**config.mk**
```make
export PLATFORM = sky130hd
export DESIGN_NAME = segment_subdivider_flat
export DESIGN_NICKNAME = d
export VERILOG_FILES = /design/src/design/sub_pkg.sv /design/src/design/sub_channels.sv /design/src/design/segment_subdivider.sv /design/src/design/sub_front.sv /design/src/design/sub_queue.sv /design/src/design/sub_back.sv /design/src/flat_wrapper.sv
export SDC_FILE = /design/constraint.sdc
export NUM_CORES = 2
export LEC_CHECK = 0
export BUFFER_PORTS_ARGS = -buffer_cell sky130_fd_sc_hd__clkbuf_2
export CAP_MARGIN = 10
export CORE_UTILIZATION = 50
export DETAILED_ROUTE_END_ITERATION = 8
export PLACE_DENSITY = 0.65
export SLEW_MARGIN = 20
export SYNTH_ARGS = -nofsm -noshare
export SYNTH_HDL_FRONTEND = slang
export SYNTH_HIERARCHICAL = 1
export SYNTH_SLANG_ARGS = --single-unit
```
**constraint.sdc**
```tcl
create_clock -name clock -period 31.8 [get_ports clock]
set_input_delay 6.36 -clock clock [delete_from_list [all_inputs] [get_ports clock]]
set_output_delay 6.36 -clock clock [all_outputs]
set_load 0.02 [all_outputs]
```
**src/design/sub_pkg.sv**
```systemverilog
// Shared types and constants of the segment subdivider.
package sub_pkg;
   localparam int VTX_W   = 21;
   localparam int SEG_W   = 24;
   localparam int CSEG_W  = 20;
   localparam int COORD_W = 32;
   localparam int POS_W   = 17;
   localparam int PIECE_W = 7;
   localparam int CNT_W   = 32;
   localparam int QUEUE_DEPTH = 2;
   localparam int DIV_W   = 34;
   localparam int DEN_W   = 8;

   localparam logic CMD_SEGMENT = 1'b0;
   localparam logic CMD_POINT   = 1'b1;
   localparam logic KIND_SEGMENT = 1'b0;
   localparam logic KIND_POINT   = 1'b1;

   localparam logic [POS_W-1:0] Q_ONE = POS_W'(65536);

   typedef struct packed {
      logic                      is_point;
      logic [CSEG_W-1:0]         cseg;
      logic [CSEG_W-1:0]         cf;
      logic [CSEG_W-1:0]         ct;
      logic signed [COORD_W-1:0] sx;
      logic signed [COORD_W-1:0] sy;
      logic signed [COORD_W-1:0] ex;
      logic signed [COORD_W-1:0] ey;
      logic [PIECE_W-1:0]        n;
      logic [CNT_W-1:0]          nv;
      logic [CNT_W-1:0]          base;
      logic [POS_W-1:0]          pos;
   } item_type;

   typedef struct packed {
      logic                      kind;
      logic [CSEG_W-1:0]         coarse_segment;
      logic [VTX_W-1:0]          fine_from;
      logic [VTX_W-1:0]          fine_to;
      logic                      new_vertex;
      logic signed [COORD_W-1:0] vertex_x;
      logic signed [COORD_W-1:0] vertex_y;
      logic [POS_W-1:0]          vertex_pos;
      logic [SEG_W-1:0]          fine_segment;
      logic [POS_W-1:0]          fine_point_pos;
      logic                      last;
      logic                      error;
   } result_type;
endpackage

```
**src/design/sub_channels.sv**
```systemverilog
// Channel interfaces of the segment subdivider: request, response, register write.
interface sub_req_if;
   logic                                      valid;
   logic                                      ready;
   logic                                      command;
   logic [sub_pkg::CSEG_W-1:0]                coarse_from;
   logic [sub_pkg::CSEG_W-1:0]                coarse_to;
   logic signed [sub_pkg::COORD_W-1:0]        start_x;
   logic signed [sub_pkg::COORD_W-1:0]        start_y;
   logic signed [sub_pkg::COORD_W-1:0]        end_x;
   logic signed [sub_pkg::COORD_W-1:0]        end_y;
   logic [sub_pkg::PIECE_W-1:0]               pieces;
   logic [sub_pkg::POS_W-1:0]                 point_pos;
   modport source (output valid, command, coarse_from, coarse_to, start_x, start_y,
                   end_x, end_y, pieces, point_pos, input ready);
   modport sink (input valid, command, coarse_from, coarse_to, start_x, start_y,
                 end_x, end_y, pieces, point_pos, output ready);
endinterface

interface sub_rsp_if;
   logic                                      valid;
   logic                                      ready;
   logic                                      kind;
   logic [sub_pkg::CSEG_W-1:0]                coarse_segment;
   logic [sub_pkg::VTX_W-1:0]                 fine_from;
   logic [sub_pkg::VTX_W-1:0]                 fine_to;
   logic                                      new_vertex;
   logic signed [sub_pkg::COORD_W-1:0]        vertex_x;
   logic signed [sub_pkg::COORD_W-1:0]        vertex_y;
   logic [sub_pkg::POS_W-1:0]                 vertex_pos;
   logic [sub_pkg::SEG_W-1:0]                 fine_segment;
   logic [sub_pkg::POS_W-1:0]                 fine_point_pos;
   logic                                      last;
   logic                                      error;
   modport source (output valid, kind, coarse_segment, fine_from, fine_to, new_vertex,
                   vertex_x, vertex_y, vertex_pos, fine_segment, fine_point_pos, last,
                   error, input ready);
   modport sink (input valid, kind, coarse_segment, fine_from, fine_to, new_vertex,
                 vertex_x, vertex_y, vertex_pos, fine_segment, fine_point_pos, last,
                 error, output ready);
endinterface

interface sub_csr_if;
   logic                        valid;
   logic                        ready;
   logic [sub_pkg::VTX_W-1:0]   data;
   modport source (output valid, data, input ready);
   modport sink (input valid, data, output ready);
endinterface

```
**src/design/segment_subdivider.sv**
```systemverilog
// Top level of the segment subdivider: front end, work queue, back end.
// A coarse segment of n pieces is loaded, then runs through a serial divider (one
// quotient bit per cycle, for the x step, the y step and the position step), and then
// emits one fine segment per cycle whenever the response register is free; a data
// point is mapped without the divider. A zero-piece segment is absorbed by the front
// end. A two-entry queue sits between the front end and the back end, and the
// response register lets the back end start the next item while a result beat waits
// to be taken.
module segment_subdivider #(
   parameter int MAX_PIECES   = 64,
   parameter int VERTEX_BITS  = 21,
   parameter int SEGMENT_BITS = 24
) (
   input logic        clock,
   input logic        reset,
   sub_req_if.sink    req_bus,
   sub_rsp_if.source  rsp_bus,
   sub_csr_if.sink    csr_bus
);
   logic              push_valid, push_ready, pop_valid, pop_ready;
   sub_pkg::item_type push_item, pop_item;

   sub_front #(
      .MAX_PIECES   (MAX_PIECES),
      .VERTEX_BITS  (VERTEX_BITS),
      .SEGMENT_BITS (SEGMENT_BITS)
   ) u_front (
      .clock      (clock),
      .reset      (reset),
      .req        (req_bus),
      .csr        (csr_bus),
      .push_valid (push_valid),
      .push_ready (push_ready),
      .push_item  (push_item)
   );

   sub_queue u_queue (
      .clock      (clock),
      .reset      (reset),
      .push_valid (push_valid),
      .push_ready (push_ready),
      .push_item  (push_item),
      .pop_valid  (pop_valid),
      .pop_ready  (pop_ready),
      .pop_item   (pop_item)
   );

   sub_back #(
      .VERTEX_BITS  (VERTEX_BITS),
      .SEGMENT_BITS (SEGMENT_BITS)
   ) u_back (
      .clock     (clock),
      .reset     (reset),
      .pop_valid (pop_valid),
      .pop_ready (pop_ready),
      .pop_item  (pop_item),
      .rsp       (rsp_bus)
   );
endmodule

```
**src/design/sub_front.sv**
```systemverilog
// Front end: accepts beats, tracks segment counters, queues work items.
module sub_front #(
   parameter int MAX_PIECES   = 64,
   parameter int VERTEX_BITS  = 21,
   parameter int SEGMENT_BITS = 24
) (
   input  logic                clock,
   input  logic                reset,
   sub_req_if.sink             req,
   sub_csr_if.sink             csr,
   output logic                push_valid,
   input  logic                push_ready,
   output sub_pkg::item_type   push_item
);
   logic [sub_pkg::CSEG_W-1:0]  seg_idx_ff, seg_idx_in;
   logic [sub_pkg::PIECE_W-1:0] cur_n_ff, cur_n_in;
   logic [SEGMENT_BITS-1:0]     base_ff, base_in;
   logic [SEGMENT_BITS-1:0]     fsc_ff, fsc_in;
   logic [VERTEX_BITS-1:0]      nv_ff, nv_in;
   logic [sub_pkg::PIECE_W-1:0] n_sat;
   logic                        take;

   assign req.ready = push_ready;
   assign csr.ready = 1'b1;
   assign take      = req.valid && push_ready;
   assign n_sat     = (req.pieces > sub_pkg::PIECE_W'(MAX_PIECES)) ?
                      sub_pkg::PIECE_W'(MAX_PIECES) : req.pieces;

   always_comb begin
      seg_idx_in = seg_idx_ff;
      cur_n_in   = cur_n_ff;
      base_in    = base_ff;
      fsc_in     = fsc_ff;
      nv_in      = nv_ff;
      push_valid = 1'b0;
      push_item  = '0;
      push_item.is_point = (req.command == sub_pkg::CMD_POINT);
      push_item.cf   = req.coarse_from;
      push_item.ct   = req.coarse_to;
      push_item.sx   = req.start_x;
      push_item.sy   = req.start_y;
      push_item.ex   = req.end_x;
      push_item.ey   = req.end_y;
      push_item.pos  = req.point_pos;
      push_item.nv   = sub_pkg::CNT_W'(nv_ff);
      if (req.command == sub_pkg::CMD_POINT) begin
         push_item.cseg = seg_idx_ff;
         push_item.n    = cur_n_ff;
         push_item.base = sub_pkg::CNT_W'(base_ff);
         push_valid     = req.valid;
      end else begin
         push_item.cseg = seg_idx_ff + 1'b1;
         push_item.n    = n_sat;
         push_item.base = sub_pkg::CNT_W'(fsc_ff);
         push_valid     = req.valid && (n_sat != '0);
         if (take) begin
            seg_idx_in = seg_idx_ff + 1'b1;
            cur_n_in   = n_sat;
            base_in    = fsc_ff;
            if (n_sat != '0) begin
               nv_in  = nv_ff + VERTEX_BITS'(n_sat) - VERTEX_BITS'(1);
               fsc_in = fsc_ff + SEGMENT_BITS'(n_sat);
            end
         end
      end
      if (csr.valid) begin
         nv_in = VERTEX_BITS'(csr.data);
      end
   end

   always_ff @(posedge clock) begin
      if (reset) begin
         seg_idx_ff <= '1;
         cur_n_ff   <= '0;
         base_ff    <= '0;
         fsc_ff     <= '0;
         nv_ff      <= '0;
      end else begin
         seg_idx_ff <= seg_idx_in;
         cur_n_ff   <= cur_n_in;
         base_ff    <= base_in;
         fsc_ff     <= fsc_in;
         nv_ff      <= nv_in;
      end
   end
endmodule

```
**src/design/sub_queue.sv**
```systemverilog
// Two-entry work queue between front and back.
module sub_queue (
   input  logic               clock,
   input  logic               reset,
   input  logic               push_valid,
   output logic               push_ready,
   input  sub_pkg::item_type  push_item,
   output logic               pop_valid,
   input  logic               pop_ready,
   output sub_pkg::item_type  pop_item
);
   localparam int PTR_W = $clog2(sub_pkg::QUEUE_DEPTH);
   localparam int CNT_QW = $clog2(sub_pkg::QUEUE_DEPTH + 1);

   sub_pkg::item_type   mem_ff [sub_pkg::QUEUE_DEPTH];
   logic [PTR_W-1:0]    wr_ff, wr_in, rd_ff, rd_in;
   logic [CNT_QW-1:0]   cnt_ff, cnt_in;
   logic                do_push, do_pop;

   assign push_ready = (cnt_ff != CNT_QW'(sub_pkg::QUEUE_DEPTH));
   assign pop_valid  = (cnt_ff != '0);
   assign pop_item   = mem_ff[rd_ff];
   assign do_push    = push_valid && push_ready;
   assign do_pop     = pop_valid && pop_ready;

   always_comb begin
      wr_in  = wr_ff;
      rd_in  = rd_ff;
      cnt_in = cnt_ff;
      if (do_push) begin
         wr_in = (wr_ff == PTR_W'(sub_pkg::QUEUE_DEPTH - 1)) ? '0 : wr_ff + 1'b1;
      end
      if (do_pop) begin
         rd_in = (rd_ff == PTR_W'(sub_pkg::QUEUE_DEPTH - 1)) ? '0 : rd_ff + 1'b1;
      end
      if (do_push && !do_pop) begin
         cnt_in = cnt_ff + 1'b1;
      end else if (do_pop && !do_push) begin
         cnt_in = cnt_ff - 1'b1;
      end
   end

   always_ff @(posedge clock) begin
      if (do_push) begin
         mem_ff[wr_ff] <= push_item;
      end
   end

   always_ff @(posedge clock) begin
      if (reset) begin
         wr_ff  <= '0;
         rd_ff  <= '0;
         cnt_ff <= '0;
      end else begin
         wr_ff  <= wr_in;
         rd_ff  <= rd_in;
         cnt_ff <= cnt_in;
      end
   end
endmodule

```
**src/design/sub_back.sv**
```systemverilog
// Back end: serial divider, piece stepping, point mapping, response register.
module sub_back #(
   parameter int VERTEX_BITS  = 21,
   parameter int SEGMENT_BITS = 24
) (
   input  logic               clock,
   input  logic               reset,
   input  logic               pop_valid,
   output logic               pop_ready,
   input  sub_pkg::item_type  pop_item,
   sub_rsp_if.source          rsp
);
   typedef enum logic [1:0] {ST_IDLE, ST_DIV, ST_EMIT, ST_POINT} state_type;

   localparam int DW = sub_pkg::DIV_W;
   localparam int NW = sub_pkg::DEN_W;
   localparam int CW = sub_pkg::COORD_W;

   state_type               state_ff, state_in;
   sub_pkg::item_type       cur_ff, cur_in;
   sub_pkg::result_type     out_ff, out_in;
   logic                    out_valid_ff, out_valid_in;
   logic [1:0]              sel_ff, sel_in;
   logic [5:0]              cnt_ff, cnt_in;
   logic [DW-1:0]           dnum_ff, dnum_in;
   logic [NW-1:0]           drem_ff, drem_in;
   logic                    dneg_ff, dneg_in;
   logic [CW-1:0]           stq_ff [3];
   logic [CW-1:0]           stq_in [3];
   logic [NW-1:0]           str_ff [3];
   logic [NW-1:0]           str_in [3];
   logic [CW-1:0]           acc_ff [3];
   logic [CW-1:0]           acc_in [3];
   logic [NW-1:0]           res_ff [3];
   logic [NW-1:0]           res_in [3];
   logic [CW-1:0]           acc_nx [3];
   logic [NW-1:0]           res_nx [3];
   logic [sub_pkg::PIECE_W-1:0] j_ff, j_in;
   logic [VERTEX_BITS-1:0]  vcur_ff, vcur_in, vprev;
   logic [SEGMENT_BITS-1:0] seg_ff, seg_in, pseg;
   logic [NW-1:0]           den;
   logic                    out_free, fin;
   logic [NW:0]             rem_sh, rem_sub;
   logic                    ge;
   logic [DW-1:0]           q_mag;
   logic [NW-1:0]           r_fin;
   logic [CW-1:0]           q_fix;
   logic [NW-1:0]           r_fix;
   logic [DW-1:0]           ld_mag;
   logic                    ld_neg;
   logic [1:0]              ld_sel;
   logic [sub_pkg::PIECE_W+sub_pkg::POS_W-1:0] tn, frac;
   logic [NW-1:0]           ll;

   function automatic logic [DW:0] dividend(input logic [1:0] sel,
                                            input sub_pkg::item_type it);
      logic signed [DW-1:0] d;
      begin
         case (sel)
            2'd0:    d = ({{2{it.ex[CW-1]}}, it.ex} - {{2{it.sx[CW-1]}}, it.sx}) <<< 1;
            2'd1:    d = ({{2{it.ey[CW-1]}}, it.ey} - {{2{it.sy[CW-1]}}, it.sy}) <<< 1;
            default: d = DW'(2 * 65536);
         endcase
         dividend = {d[DW-1], d[DW-1] ? -d : d};
      end
   endfunction

   assign den       = {cur_ff.n, 1'b0};
   assign out_free  = !out_valid_ff || rsp.ready;
   assign pop_ready = (state_ff == ST_IDLE);
   assign fin       = ((j_ff + 1'b1) == cur_ff.n);
   assign vprev     = vcur_ff - VERTEX_BITS'(1);

   assign rem_sh  = {drem_ff, dnum_ff[DW-1]};
   assign ge      = (rem_sh >= {1'b0, den});
   assign rem_sub = rem_sh - {1'b0, den};
   assign q_mag   = {dnum_ff[DW-2:0], ge};
   assign r_fin   = ge ? rem_sub[NW-1:0] : rem_sh[NW-1:0];
   assign q_fix   = !dneg_ff ? q_mag[CW-1:0] :
                    (r_fin != '0) ? ~q_mag[CW-1:0] : -q_mag[CW-1:0];
   assign r_fix   = (dneg_ff && r_fin != '0) ? den - r_fin : r_fin;
   assign ld_sel  = (state_ff == ST_IDLE) ? 2'd0 : sel_ff + 2'd1;

   assign tn   = cur_ff.pos * cur_ff.n;
   assign ll   = (tn[sub_pkg::PIECE_W+sub_pkg::POS_W-1:16] > NW'(cur_ff.n - 1'b1)) ?
                 NW'(cur_ff.n - 1'b1) : tn[sub_pkg::PIECE_W+sub_pkg::POS_W-1:16];
   assign frac = tn - {ll, 16'b0};
   assign pseg = SEGMENT_BITS'(cur_ff.base) + SEGMENT_BITS'(ll);

   always_comb begin
      logic [NW:0] sum;
      logic        carry;
      {ld_neg, ld_mag} = dividend(ld_sel, (state_ff == ST_IDLE) ? pop_item : cur_ff);
      for (int k = 0; k < 3; k++) begin
         sum       = {1'b0, res_ff[k]} + {1'b0, str_ff[k]};
         carry     = (sum >= {1'b0, den});
         res_nx[k] = carry ? NW'(sum - {1'b0, den}) : sum[NW-1:0];
         acc_nx[k] = acc_ff[k] + stq_ff[k] + CW'(carry);
      end
   end

   always_comb begin
      state_in     = state_ff;
      cur_in       = cur_ff;
      out_in       = out_ff;
      out_valid_in = out_valid_ff && !rsp.ready;
      sel_in       = sel_ff;
      cnt_in       = cnt_ff;
      dnum_in      = dnum_ff;
      drem_in      = drem_ff;
      dneg_in      = dneg_ff;
      stq_in       = stq_ff;
      str_in       = str_ff;
      acc_in       = acc_ff;
      res_in       = res_ff;
      j_in         = j_ff;
      vcur_in      = vcur_ff;
      seg_in       = seg_ff;
      unique case (state_ff)
         ST_IDLE: begin
            if (pop_valid) begin
               cur_in = pop_item;
               if (pop_item.is_point) begin
                  state_in = ST_POINT;
               end else begin
                  state_in = ST_DIV;
                  sel_in   = 2'd0;
                  cnt_in   = '0;
                  dnum_in  = ld_mag;
                  drem_in  = '0;
                  dneg_in  = ld_neg;
               end
            end
         end
         ST_DIV: begin
            dnum_in = q_mag;
            drem_in = r_fin;
            cnt_in  = cnt_ff + 1'b1;
            if (cnt_ff == 6'(DW - 1)) begin
               stq_in[sel_ff] = q_fix;
               str_in[sel_ff] = r_fix;
               cnt_in         = '0;
               if (sel_ff == 2'd2) begin
                  state_in = ST_EMIT;
                  for (int k = 0; k < 3; k++) begin
                     acc_in[k] = '0;
                     res_in[k] = NW'(cur_ff.n);
                  end
                  j_in    = '0;
                  vcur_in = VERTEX_BITS'(cur_ff.nv);
                  seg_in  = SEGMENT_BITS'(cur_ff.base);
               end else begin
                  sel_in  = ld_sel;
                  dnum_in = ld_mag;
                  drem_in = '0;
                  dneg_in = ld_neg;
               end
            end
         end
         ST_EMIT: begin
            if (out_free) begin
               out_valid_in             = 1'b1;
               out_in                   = '0;
               out_in.kind              = sub_pkg::KIND_SEGMENT;
               out_in.coarse_segment    = cur_ff.cseg;
               out_in.fine_from         = (j_ff == '0) ? sub_pkg::VTX_W'(cur_ff.cf) :
                                          sub_pkg::VTX_W'(vprev);
               out_in.fine_to           = fin ? sub_pkg::VTX_W'(cur_ff.ct) :
                                          sub_pkg::VTX_W'(vcur_ff);
               out_in.new_vertex        = !fin;
               out_in.fine_segment      = sub_pkg::SEG_W'(seg_ff);
               out_in.last              = fin;
               if (!fin) begin
                  out_in.vertex_x   = cur_ff.sx + acc_nx[0];
                  out_in.vertex_y   = cur_ff.sy + acc_nx[1];
                  out_in.vertex_pos = acc_nx[2][sub_pkg::POS_W-1:0];
               end
               acc_in  = acc_nx;
               res_in  = res_nx;
               j_in    = j_ff + 1'b1;
               vcur_in = vcur_ff + VERTEX_BITS'(1);
               seg_in  = seg_ff + SEGMENT_BITS'(1);
               if (fin) begin
                  state_in = ST_IDLE;
               end
            end
         end
         ST_POINT: begin
            if (out_free) begin
               out_valid_in          = 1'b1;
               out_in                = '0;
               out_in.kind           = sub_pkg::KIND_POINT;
               out_in.coarse_segment = cur_ff.cseg;
               out_in.last           = 1'b1;
               if (cur_ff.n == '0) begin
                  out_in.error = 1'b1;
               end else begin
                  out_in.fine_segment   = sub_pkg::SEG_W'(pseg);
                  out_in.fine_point_pos = (frac > 24'(sub_pkg::Q_ONE)) ? sub_pkg::Q_ONE :
                                          frac[sub_pkg::POS_W-1:0];
               end
               state_in = ST_IDLE;
            end
         end
         default: state_in = ST_IDLE;
      endcase
   end

   always_ff @(posedge clock) begin
      if (reset) begin
         state_ff     <= ST_IDLE;
         out_valid_ff <= 1'b0;
      end else begin
         state_ff     <= state_in;
         out_valid_ff <= out_valid_in;
      end
      cur_ff  <= cur_in;
      out_ff  <= out_in;
      sel_ff  <= sel_in;
      cnt_ff  <= cnt_in;
      dnum_ff <= dnum_in;
      drem_ff <= drem_in;
      dneg_ff <= dneg_in;
      stq_ff  <= stq_in;
      str_ff  <= str_in;
      acc_ff  <= acc_in;
      res_ff  <= res_in;
      j_ff    <= j_in;
      vcur_ff <= vcur_in;
      seg_ff  <= seg_in;
   end

   assign rsp.valid          = out_valid_ff;
   assign rsp.kind           = out_ff.kind;
   assign rsp.coarse_segment = out_ff.coarse_segment;
   assign rsp.fine_from      = out_ff.fine_from;
   assign rsp.fine_to        = out_ff.fine_to;
   assign rsp.new_vertex     = out_ff.new_vertex;
   assign rsp.vertex_x       = out_ff.vertex_x;
   assign rsp.vertex_y       = out_ff.vertex_y;
   assign rsp.vertex_pos     = out_ff.vertex_pos;
   assign rsp.fine_segment   = out_ff.fine_segment;
   assign rsp.fine_point_pos = out_ff.fine_point_pos;
   assign rsp.last           = out_ff.last;
   assign rsp.error          = out_ff.error;
endmodule

```
**src/flat_wrapper.sv**
```systemverilog
// flat-port wrapper written by rule: the top's interface ports become plain ports
module segment_subdivider_flat 
#(
   parameter int MAX_PIECES   = 64,
   parameter int VERTEX_BITS  = 21,
   parameter int SEGMENT_BITS = 24
)
  (clock, reset, req_bus_valid, req_bus_command, req_bus_coarse_from, req_bus_coarse_to, req_bus_start_x, req_bus_start_y, req_bus_end_x, req_bus_end_y, req_bus_pieces, req_bus_point_pos, req_bus_ready, rsp_bus_valid, rsp_bus_kind, rsp_bus_coarse_segment, rsp_bus_fine_from, rsp_bus_fine_to, rsp_bus_new_vertex, rsp_bus_vertex_x, rsp_bus_vertex_y, rsp_bus_vertex_pos, rsp_bus_fine_segment, rsp_bus_fine_point_pos, rsp_bus_last, rsp_bus_error, rsp_bus_ready, csr_bus_valid, csr_bus_data, csr_bus_ready);
  sub_req_if req_bus_i ();
  sub_rsp_if rsp_bus_i ();
  sub_csr_if csr_bus_i ();
  input logic clock;
  input logic reset;
  input wire logic [$bits(req_bus_i.valid)-1:0] req_bus_valid;
  input wire logic [$bits(req_bus_i.command)-1:0] req_bus_command;
  input wire logic [$bits(req_bus_i.coarse_from)-1:0] req_bus_coarse_from;
  input wire logic [$bits(req_bus_i.coarse_to)-1:0] req_bus_coarse_to;
  input wire logic [$bits(req_bus_i.start_x)-1:0] req_bus_start_x;
  input wire logic [$bits(req_bus_i.start_y)-1:0] req_bus_start_y;
  input wire logic [$bits(req_bus_i.end_x)-1:0] req_bus_end_x;
  input wire logic [$bits(req_bus_i.end_y)-1:0] req_bus_end_y;
  input wire logic [$bits(req_bus_i.pieces)-1:0] req_bus_pieces;
  input wire logic [$bits(req_bus_i.point_pos)-1:0] req_bus_point_pos;
  output wire logic [$bits(req_bus_i.ready)-1:0] req_bus_ready;
  output wire logic [$bits(rsp_bus_i.valid)-1:0] rsp_bus_valid;
  output wire logic [$bits(rsp_bus_i.kind)-1:0] rsp_bus_kind;
  output wire logic [$bits(rsp_bus_i.coarse_segment)-1:0] rsp_bus_coarse_segment;
  output wire logic [$bits(rsp_bus_i.fine_from)-1:0] rsp_bus_fine_from;
  output wire logic [$bits(rsp_bus_i.fine_to)-1:0] rsp_bus_fine_to;
  output wire logic [$bits(rsp_bus_i.new_vertex)-1:0] rsp_bus_new_vertex;
  output wire logic [$bits(rsp_bus_i.vertex_x)-1:0] rsp_bus_vertex_x;
  output wire logic [$bits(rsp_bus_i.vertex_y)-1:0] rsp_bus_vertex_y;
  output wire logic [$bits(rsp_bus_i.vertex_pos)-1:0] rsp_bus_vertex_pos;
  output wire logic [$bits(rsp_bus_i.fine_segment)-1:0] rsp_bus_fine_segment;
  output wire logic [$bits(rsp_bus_i.fine_point_pos)-1:0] rsp_bus_fine_point_pos;
  output wire logic [$bits(rsp_bus_i.last)-1:0] rsp_bus_last;
  output wire logic [$bits(rsp_bus_i.error)-1:0] rsp_bus_error;
  input wire logic [$bits(rsp_bus_i.ready)-1:0] rsp_bus_ready;
  input wire logic [$bits(csr_bus_i.valid)-1:0] csr_bus_valid;
  input wire logic [$bits(csr_bus_i.data)-1:0] csr_bus_data;
  output wire logic [$bits(csr_bus_i.ready)-1:0] csr_bus_ready;
  assign req_bus_i.valid = req_bus_valid;
  assign req_bus_i.command = req_bus_command;
  assign req_bus_i.coarse_from = req_bus_coarse_from;
  assign req_bus_i.coarse_to = req_bus_coarse_to;
  assign req_bus_i.start_x = req_bus_start_x;
  assign req_bus_i.start_y = req_bus_start_y;
  assign req_bus_i.end_x = req_bus_end_x;
  assign req_bus_i.end_y = req_bus_end_y;
  assign req_bus_i.pieces = req_bus_pieces;
  assign req_bus_i.point_pos = req_bus_point_pos;
  assign req_bus_ready = req_bus_i.ready;
  assign rsp_bus_valid = rsp_bus_i.valid;
  assign rsp_bus_kind = rsp_bus_i.kind;
  assign rsp_bus_coarse_segment = rsp_bus_i.coarse_segment;
  assign rsp_bus_fine_from = rsp_bus_i.fine_from;
  assign rsp_bus_fine_to = rsp_bus_i.fine_to;
  assign rsp_bus_new_vertex = rsp_bus_i.new_vertex;
  assign rsp_bus_vertex_x = rsp_bus_i.vertex_x;
  assign rsp_bus_vertex_y = rsp_bus_i.vertex_y;
  assign rsp_bus_vertex_pos = rsp_bus_i.vertex_pos;
  assign rsp_bus_fine_segment = rsp_bus_i.fine_segment;
  assign rsp_bus_fine_point_pos = rsp_bus_i.fine_point_pos;
  assign rsp_bus_last = rsp_bus_i.last;
  assign rsp_bus_error = rsp_bus_i.error;
  assign rsp_bus_i.ready = rsp_bus_ready;
  assign csr_bus_i.valid = csr_bus_valid;
  assign csr_bus_i.data = csr_bus_data;
  assign csr_bus_ready = csr_bus_i.ready;
  segment_subdivider #(.MAX_PIECES(MAX_PIECES), .VERTEX_BITS(VERTEX_BITS), .SEGMENT_BITS(SEGMENT_BITS)) u_core (.clock(clock), .reset(reset), .req_bus(req_bus_i), .rsp_bus(rsp_bus_i), .csr_bus(csr_bus_i));
endmodule
```
After elaboration in Yosys (flattened, before gate mapping) --
Memories as Yosys holds them, arrays and structs flattened. A register that Yosys moved wholly into a read port is not among the register bits. Index checks and enable logic that the tools add are counted.
Storage, ports and cells: output and inout port bits 191, memory bits (writable) 516, input port bits 219, memories 1, logic and storage cells 258, flip-flop bits (word level) 910
Memory list:
- u_core.u_queue.mem_ff | words 2, bits a word 258, read ports 1, clocked after memory_dff 1, wr ports 1, line sub_queue.sv:15 | sub_pkg::item_type mem_ff [sub_pkg::QUEUE_DEPTH];
Operators by class: magnitude comparators 9, reductions and logical operators 39, multipliers 1, equal/unequal tests 17, bitwise operators 3, add/subtract/negate cells 37, mux-type cells 98
Operators with widths (count):
- $mux W188 | 2
- $pmux W188 S2 | 1
- $mux W96 | 3
- $mux W216 | 1
- $pmux W96 S2 | 1
- $mux W21 | 9
- $mux W34 | 5
- $mux W24 | 7
- $add A32 B32 Y32 | 5
- $pmux W34 S2 | 2
- $add A32 B1 Y32 | 3
- $bwmux W96 | 1
- $mux W32 | 3
- $pmux W24 S2 | 2
- $mux W8 | 11
- $mux W81 | 1
- $sub A32 B32 Y33 | 2
- $demux W32 S2 | 1
- $pmux W21 S2 | 1
- $sub A21 B1 Y21 const B | 2
- $mux W41 | 1
- $sub A8 B8 Y8 | 5
- $ge A9 B8 Y1 | 4
- $mux W7 | 5
- 58 further kinds | 126

Logic depth before layout (Yosys ltp) --
depth in word-level cells 10, mapped depth 44, depth with buffers taken out 40

By module --
Netlist, hierarchy kept.
Modules (own cells, without submodules):
- sub_back | times used 1, cells each 4427, area each 48392.7 µm², seq. area each 22821.9 µm²
- sub_queue | times used 1, cells each 886, area each 21165.3 µm², seq. area each 16736.1 µm²
- sub_front | times used 1, cells each 1008, area each 7673.6 µm², seq. area each 1921.8 µm²

Worst setup path before layout --
OpenSTA, ideal clock, no wires.
path type input port to flip-flop, start point input port rsp_bus_ready, end point register u_core/u_back/acc_ff[0] (netlist name), enable pin, required time 31.094 ns, setup slack 17.468 ns, data arrival time 13.626 ns, stages 2, library setup time 0.706 ns, path buffers 0, cells stage by stage nor2b_1 o21bai_1
Between the ends: cells in the longest elaborated chain, start to end 3
RTL lines:
- start, declared | line flat_wrapper.sv:38 | input wire logic [$bits(rsp_bus_i.ready)-1:0] rsp_bus_ready;
- $logic_or A1 B1 Y1 | line sub_back.sv:69 | assign out_free = !out_valid_ff || rsp.ready;
- $ne A2 B2 Y1 (no line)
- $reduce_and A4 Y1 (no line)
- end signal, assigned | line sub_back.sv:226 | acc_ff <= acc_in;
- end, declared | line sub_back.sv:32 | logic [CW-1:0] acc_ff [3];
No other way between the ends. A chain may end at the register's enable or synchronous reset.

Final worst setup path --
start point register u_core/u_back/cur_ff[83] (netlist name), end point register u_core.u_back.out_ff (netlist bit u_core/u_back/rsp.fine_point_pos[6]), data pin
Between the ends: cells in the longest elaborated chain, start to end 9, elaborated cells between the ends (all ways) 11, classes of those cells 2 x add/sub; 1 x mul; 2 x order compare; 5 x mux; 1 x reduce/logical
RTL lines:
- start, declared | line sub_back.sv:20 | sub_pkg::item_type cur_ff, cur_in;
- start signal, assigned | line sub_back.sv:217 | cur_ff <= cur_in;
- $mul A17 B7 Y24 or $sub A7 B1 Y8 (tied branches) | line sub_back.sv:84, sub_back.sv:85, sub_back.sv:86
- $gt A8 B8 Y1 | line sub_back.sv:85 | assign ll = (tn[sub_pkg::PIECE_W+sub_pkg::POS_W-1:16] > NW'(cur_ff.n - 1'b1)) ?
- $mux W8 | line sub_back.sv:85
- $sub A24 B24 Y24 | line sub_back.sv:87 | assign frac = tn - {ll, 16'b0};
- $gt A24 B17 Y1 | line sub_back.sv:199 | out_in.fine_point_pos = (frac > 24'(sub_pkg::Q_ONE)) ? sub_pkg::Q_ONE :
- $mux W17 | line sub_back.sv:199
- $mux W41 * | line sub_back.sv:195 | if (cur_ff.n == '0) begin
- $mux W188 * | line sub_back.sv:189 | if (out_free) begin
- $pmux W188 S2 * | line sub_back.sv:119 | unique case (state_ff)
- end signal, assigned | line sub_back.sv:218 | out_ff <= out_in;
- end, declared | line sub_back.sv:21 | sub_pkg::result_type out_ff, out_in;
Every way passes the cells marked *; elsewhere a longest branch is shown, timed or not. The select of a mux whose other input is x is not followed.

==> metrics.txt <==
# TYPE chip_impl_metric gauge
chip_impl_metric{name="nNetsFinal",unit=""} 7115
chip_impl_metric{name="first_global_vias",unit=""} 47000
chip_impl_metric{name="drc_errors",unit=""} 0
chip_impl_metric{name="postCtsHoldBufs",unit=""} 0
chip_impl_metric{name="worstPathRequired",unit="ns"} 32.46
chip_impl_metric{name="worst-endpoint-arrival",unit="ns"} 11.47
chip_impl_metric{name="port-buffer-count",unit=""} 408
chip_impl_metric{name="coreArea",unit="mm2"} 0.150
chip_impl_metric{name="dieArea",unit="mm2"} 0.153
chip_impl_metric{name="via_count",unit=""} 48800
chip_impl_metric{name="cts.sink_count",unit=""} 1378
chip_impl_metric{name="max-slew-margin-rel",unit="%"} 23.0
chip_impl_metric{name="dieWidth",unit="um"} 391
chip_impl_metric{name="final-instance-count-excl-fill",unit=""} 8571
chip_impl_metric{name="detail_route.wirelength",unit="um"} 188000
chip_impl_info{name="crit_end",value="u_core/u_back/rsp.fine_point_pos[6]"} 1
chip_impl_metric{name="worst_pin_slew",unit="ns"} 1.16
chip_impl_metric{name="detail_route.vias_per_cell",unit=""} 5.69
chip_impl_metric{name="routabilityCongestion",unit=""} 0.932
chip_impl_metric{name="reg2regPathDepth",unit=""} 32
chip_impl_metric{name="maximum_capacitance_violations",unit=""} 0
chip_impl_info{name="outcome",value="finished, final reports clean"} 1
chip_impl_metric{name="total_iterations_of_the_first_detailed_routing_run",unit=""} 6
chip_impl_metric{name="first_iter_violations",unit=""} 4237
chip_impl_metric{name="grtUsageTotal",unit="%"} 24.2
chip_impl_metric{name="pre_cts_ws",unit="ns"} 21.09
chip_impl_metric{name="final-hold-violation-count",unit=""} 0
chip_impl_info{name="cts_root_buf",value="sky130_fd_sc_hd__clkbuf_16"} 1
chip_impl_metric{name="ant_nets",unit=""} 0
chip_impl_metric{name="cts_max_path_buffers",unit=""} 3
chip_impl_metric{name="rrSetupSlack",unit="ns"} 20.99
chip_impl_metric{name="cts_made_buffers",unit=""} 149
chip_impl_info{name="critical_path.endpoint_type",value="flop"} 1
chip_impl_metric{name="wire_length_of_the_first_global_routing_pass",unit="um"} 281000
chip_impl_metric{name="floorplan.initialDensity",unit="%"} 50.5
chip_impl_info{name="unrepaired_setup_endpoints_after_global_routing",value="no"} 1
chip_impl_info{name="timing_worst_setup_path_type",value="flop to flop"} 1
chip_impl_metric{name="fp.dieH",unit="um"} 391
chip_impl_metric{name="placed_cells_incl_taps",unit=""} 8291
chip_impl_info{name="critical-path-top-delay-family",value="compound AO/OA/AOI/OAI gates"} 1
chip_impl_metric{name="hpwlAfterDp",unit="um"} 135000
chip_impl_metric{name="postCtsResizedCells",unit=""} 0
chip_impl_metric{name="timing.fmax",unit="GHz"} 0.0925
chip_impl_metric{name="cts-htree-levels",unit=""} 4
chip_impl_metric{name="multi_input_area",unit="mm2"} 0.0318
chip_impl_metric{name="skew",unit="ns"} 0.0393
chip_impl_metric{name="fin_util",unit="%"} 55.4
chip_impl_info{name="crit_top_cell",value="sky130_fd_sc_hd__o21ai_0"} 1
chip_impl_metric{name="critical_path_depth",unit=""} 32
chip_impl_metric{name="wl_per_cell",unit="um"} 21.9
chip_impl_metric{name="setup_tns",unit="ns"} 0
chip_impl_metric{name="worst-path-max-fanout",unit=""} 24
chip_impl_metric{name="timing.final.crit_share",unit="%"} 34.0
chip_impl_metric{name="setup_viol",unit=""} 0
chip_impl_info{name="critical_path.startpoint_type",value="flop"} 1
chip_impl_metric{name="cts.clk_slew.worst_paths",unit="ns"} 0.06
chip_impl_metric{name="grt_max_degree",unit=""} 167
chip_impl_metric{name="grt.overflow.total",unit=""} 0
chip_impl_metric{name="drv_slew",unit=""} 0
chip_impl_metric{name="final.setup.worst_slack",unit="ns"} 20.99
chip_impl_metric{name="drive_above_1_share",unit="%"} 16.5
chip_impl_info{name="critPathLaunch",value="u_core/u_back/cur_ff[83]"} 1
chip_impl_metric{name="synth.avg_cell_area",unit="um2"} 12.1
chip_impl_info{name="clock_tree_from_tritoncts",value="built"} 1
chip_impl_metric{name="antenna_found_initial",unit=""} 16
chip_impl_metric{name="synthesis.instances",unit=""} 6244
chip_impl_metric{name="final_period_minus_worst_setup_slack",unit="ns"} 10.81
chip_impl_metric{name="postCtsSetupRepairBufs",unit=""} 0
chip_impl_metric{name="hold_depth",unit=""} 0
chip_impl_metric{name="std_cell_rows",unit=""} 142
chip_impl_metric{name="post_synth_instance_area",unit="mm2"} 0.0757
chip_impl_metric{name="filler_cell_count",unit=""} 12600
chip_impl_metric{name="top_level_ports",unit=""} 410
chip_impl_metric{name="clock_insertion_delay_worst_skew",unit="ns"} 0.82
chip_impl_info{name="r2r_start",value="u_core/u_back/cur_ff[83]"} 1
chip_impl_info{name="cpMaxStageDelayCell",value="sky130_fd_sc_hd__edfxtp_1"} 1
chip_impl_metric{name="synth.net_count",unit=""} 6932
chip_impl_info{name="hold_removal_path_class",value="flop to flop"} 1
chip_impl_metric{name="regArea",unit="mm2"} 0.0403
chip_impl_metric{name="worst-path-buf-inv",unit=""} 3
chip_impl_metric{name="critPathMaxStageDelay",unit="ns"} 0.99
chip_impl_metric{name="yosysWarningCount",unit=""} 6
chip_impl_info{name="critical_r2r_capture",value="u_core/u_back/rsp.fine_point_pos[6]"} 1
chip_impl_metric{name="area_growth",unit="%"} 9.75
per-layer routing:
metal | GRT usage (%) | up-vias | wire length, um
li1 | - | 23100 | -
met1 | 35.8 | 23900 | 88000
met2 | 37.0 | 1497 | 83600
met3 | 4.09 | 241 | 12800
met4 | 5.98 | 6 | 3810
met5 | 0 | - | 38
stage by stage:
stage               area (um2)  hold WS, ns
finish                   83000        0.419
global route             83000        0.426
CTS                      83000        0.420
detailed placement       78200        0.406
global placement         78100        0.400
floorplan                75700        0.400
cell type report:
class	count	share of cell area (%)
Antenna cell	5	0.0151
Clock buffer	196	4.76
Clock inverter	78	1.06
Inverter	270	1.25
Multi-Input combinational cell	4177	38.3
Sequential cell	1378	48.6
Tap cell	2016	3.04
Timing Repair Buffer	451	2.97
placed cells by master, fill, tap and decap left out, types with 15 or more instances in the layout:
cell type,n
sky130_fd_sc_hd__a211oi_1,56
sky130_fd_sc_hd__a21o_1,109
sky130_fd_sc_hd__a21oi_1,345
sky130_fd_sc_hd__a22oi_1,16
sky130_fd_sc_hd__a31oi_1,22
sky130_fd_sc_hd__and2_1,160
sky130_fd_sc_hd__and3_1,64
sky130_fd_sc_hd__and4_1,15
sky130_fd_sc_hd__buf_4,36
sky130_fd_sc_hd__clkbuf_1,43
sky130_fd_sc_hd__clkbuf_16,150
sky130_fd_sc_hd__clkbuf_2,407
sky130_fd_sc_hd__clkinv_1,35
sky130_fd_sc_hd__dfxtp_1,103
sky130_fd_sc_hd__edfxtp_1,1274
sky130_fd_sc_hd__fa_1,96
sky130_fd_sc_hd__ha_1,373
sky130_fd_sc_hd__inv_1,263
sky130_fd_sc_hd__mux2_2,141
sky130_fd_sc_hd__mux2_4,211
sky130_fd_sc_hd__mux2i_1,113
sky130_fd_sc_hd__nand2_1,451
sky130_fd_sc_hd__nand2b_1,55
sky130_fd_sc_hd__nand3_1,115
sky130_fd_sc_hd__nand4_1,66
sky130_fd_sc_hd__nor2_1,434
sky130_fd_sc_hd__nor2b_1,39
sky130_fd_sc_hd__nor3_1,103
sky130_fd_sc_hd__nor4_1,28
sky130_fd_sc_hd__o211ai_1,31
sky130_fd_sc_hd__o21a_1,49
sky130_fd_sc_hd__o21ai_0,262
sky130_fd_sc_hd__o21bai_1,52
sky130_fd_sc_hd__o22ai_1,15
sky130_fd_sc_hd__o31ai_1,31
sky130_fd_sc_hd__or3_1,31
sky130_fd_sc_hd__or4_1,24
sky130_fd_sc_hd__xnor2_1,233
sky130_fd_sc_hd__xor2_1,182
worst min path at each step:
stage / start / to
3_3_place_gp: u_core/u_back/cur_ff[264] / u_core/u_back/rsp.coarse_segment[8]
4_1_cts: u_core/u_back/cur_ff[272] / u_core/u_back/rsp.coarse_segment[16]
6_report: u_core/u_back/cur_ff[264] / u_core/u_back/rsp.coarse_segment[8]
3_5_place_dp: u_core/u_back/cur_ff[272] / u_core/u_back/rsp.coarse_segment[16]
2_1_floorplan: u_core/u_back/cur_ff[256] / u_core/u_back/rsp.coarse_segment[0]
5_1_grt: u_core/u_back/cur_ff[257] / u_core/u_back/rsp.coarse_segment[1]
sequential cells by signal, summed over array words and instances (netlist names), 24 cells and up, named ones only:
name	count
u_core/u_back/rsp.vertex_x	32
u_core/u_back/cur_ff	257
u_core/u_back/dnum_ff	34
u_core/u_back/str_ff	24
u_core/u_back/rsp.fine_segment	24
u_core/u_back/res_ff	24
u_core/u_queue/mem_ff	516
u_core/u_back/acc_ff	81
u_core/u_back/seg_ff	24
u_core/u_front/base_ff	24
u_core/u_back/stq_ff	81
u_core/u_front/fsc_ff	24
u_core/u_back/rsp.vertex_y	32
Power is not shown: default switching activity piles up to over one toggle a cycle in this logic, so the estimate is an artifact.
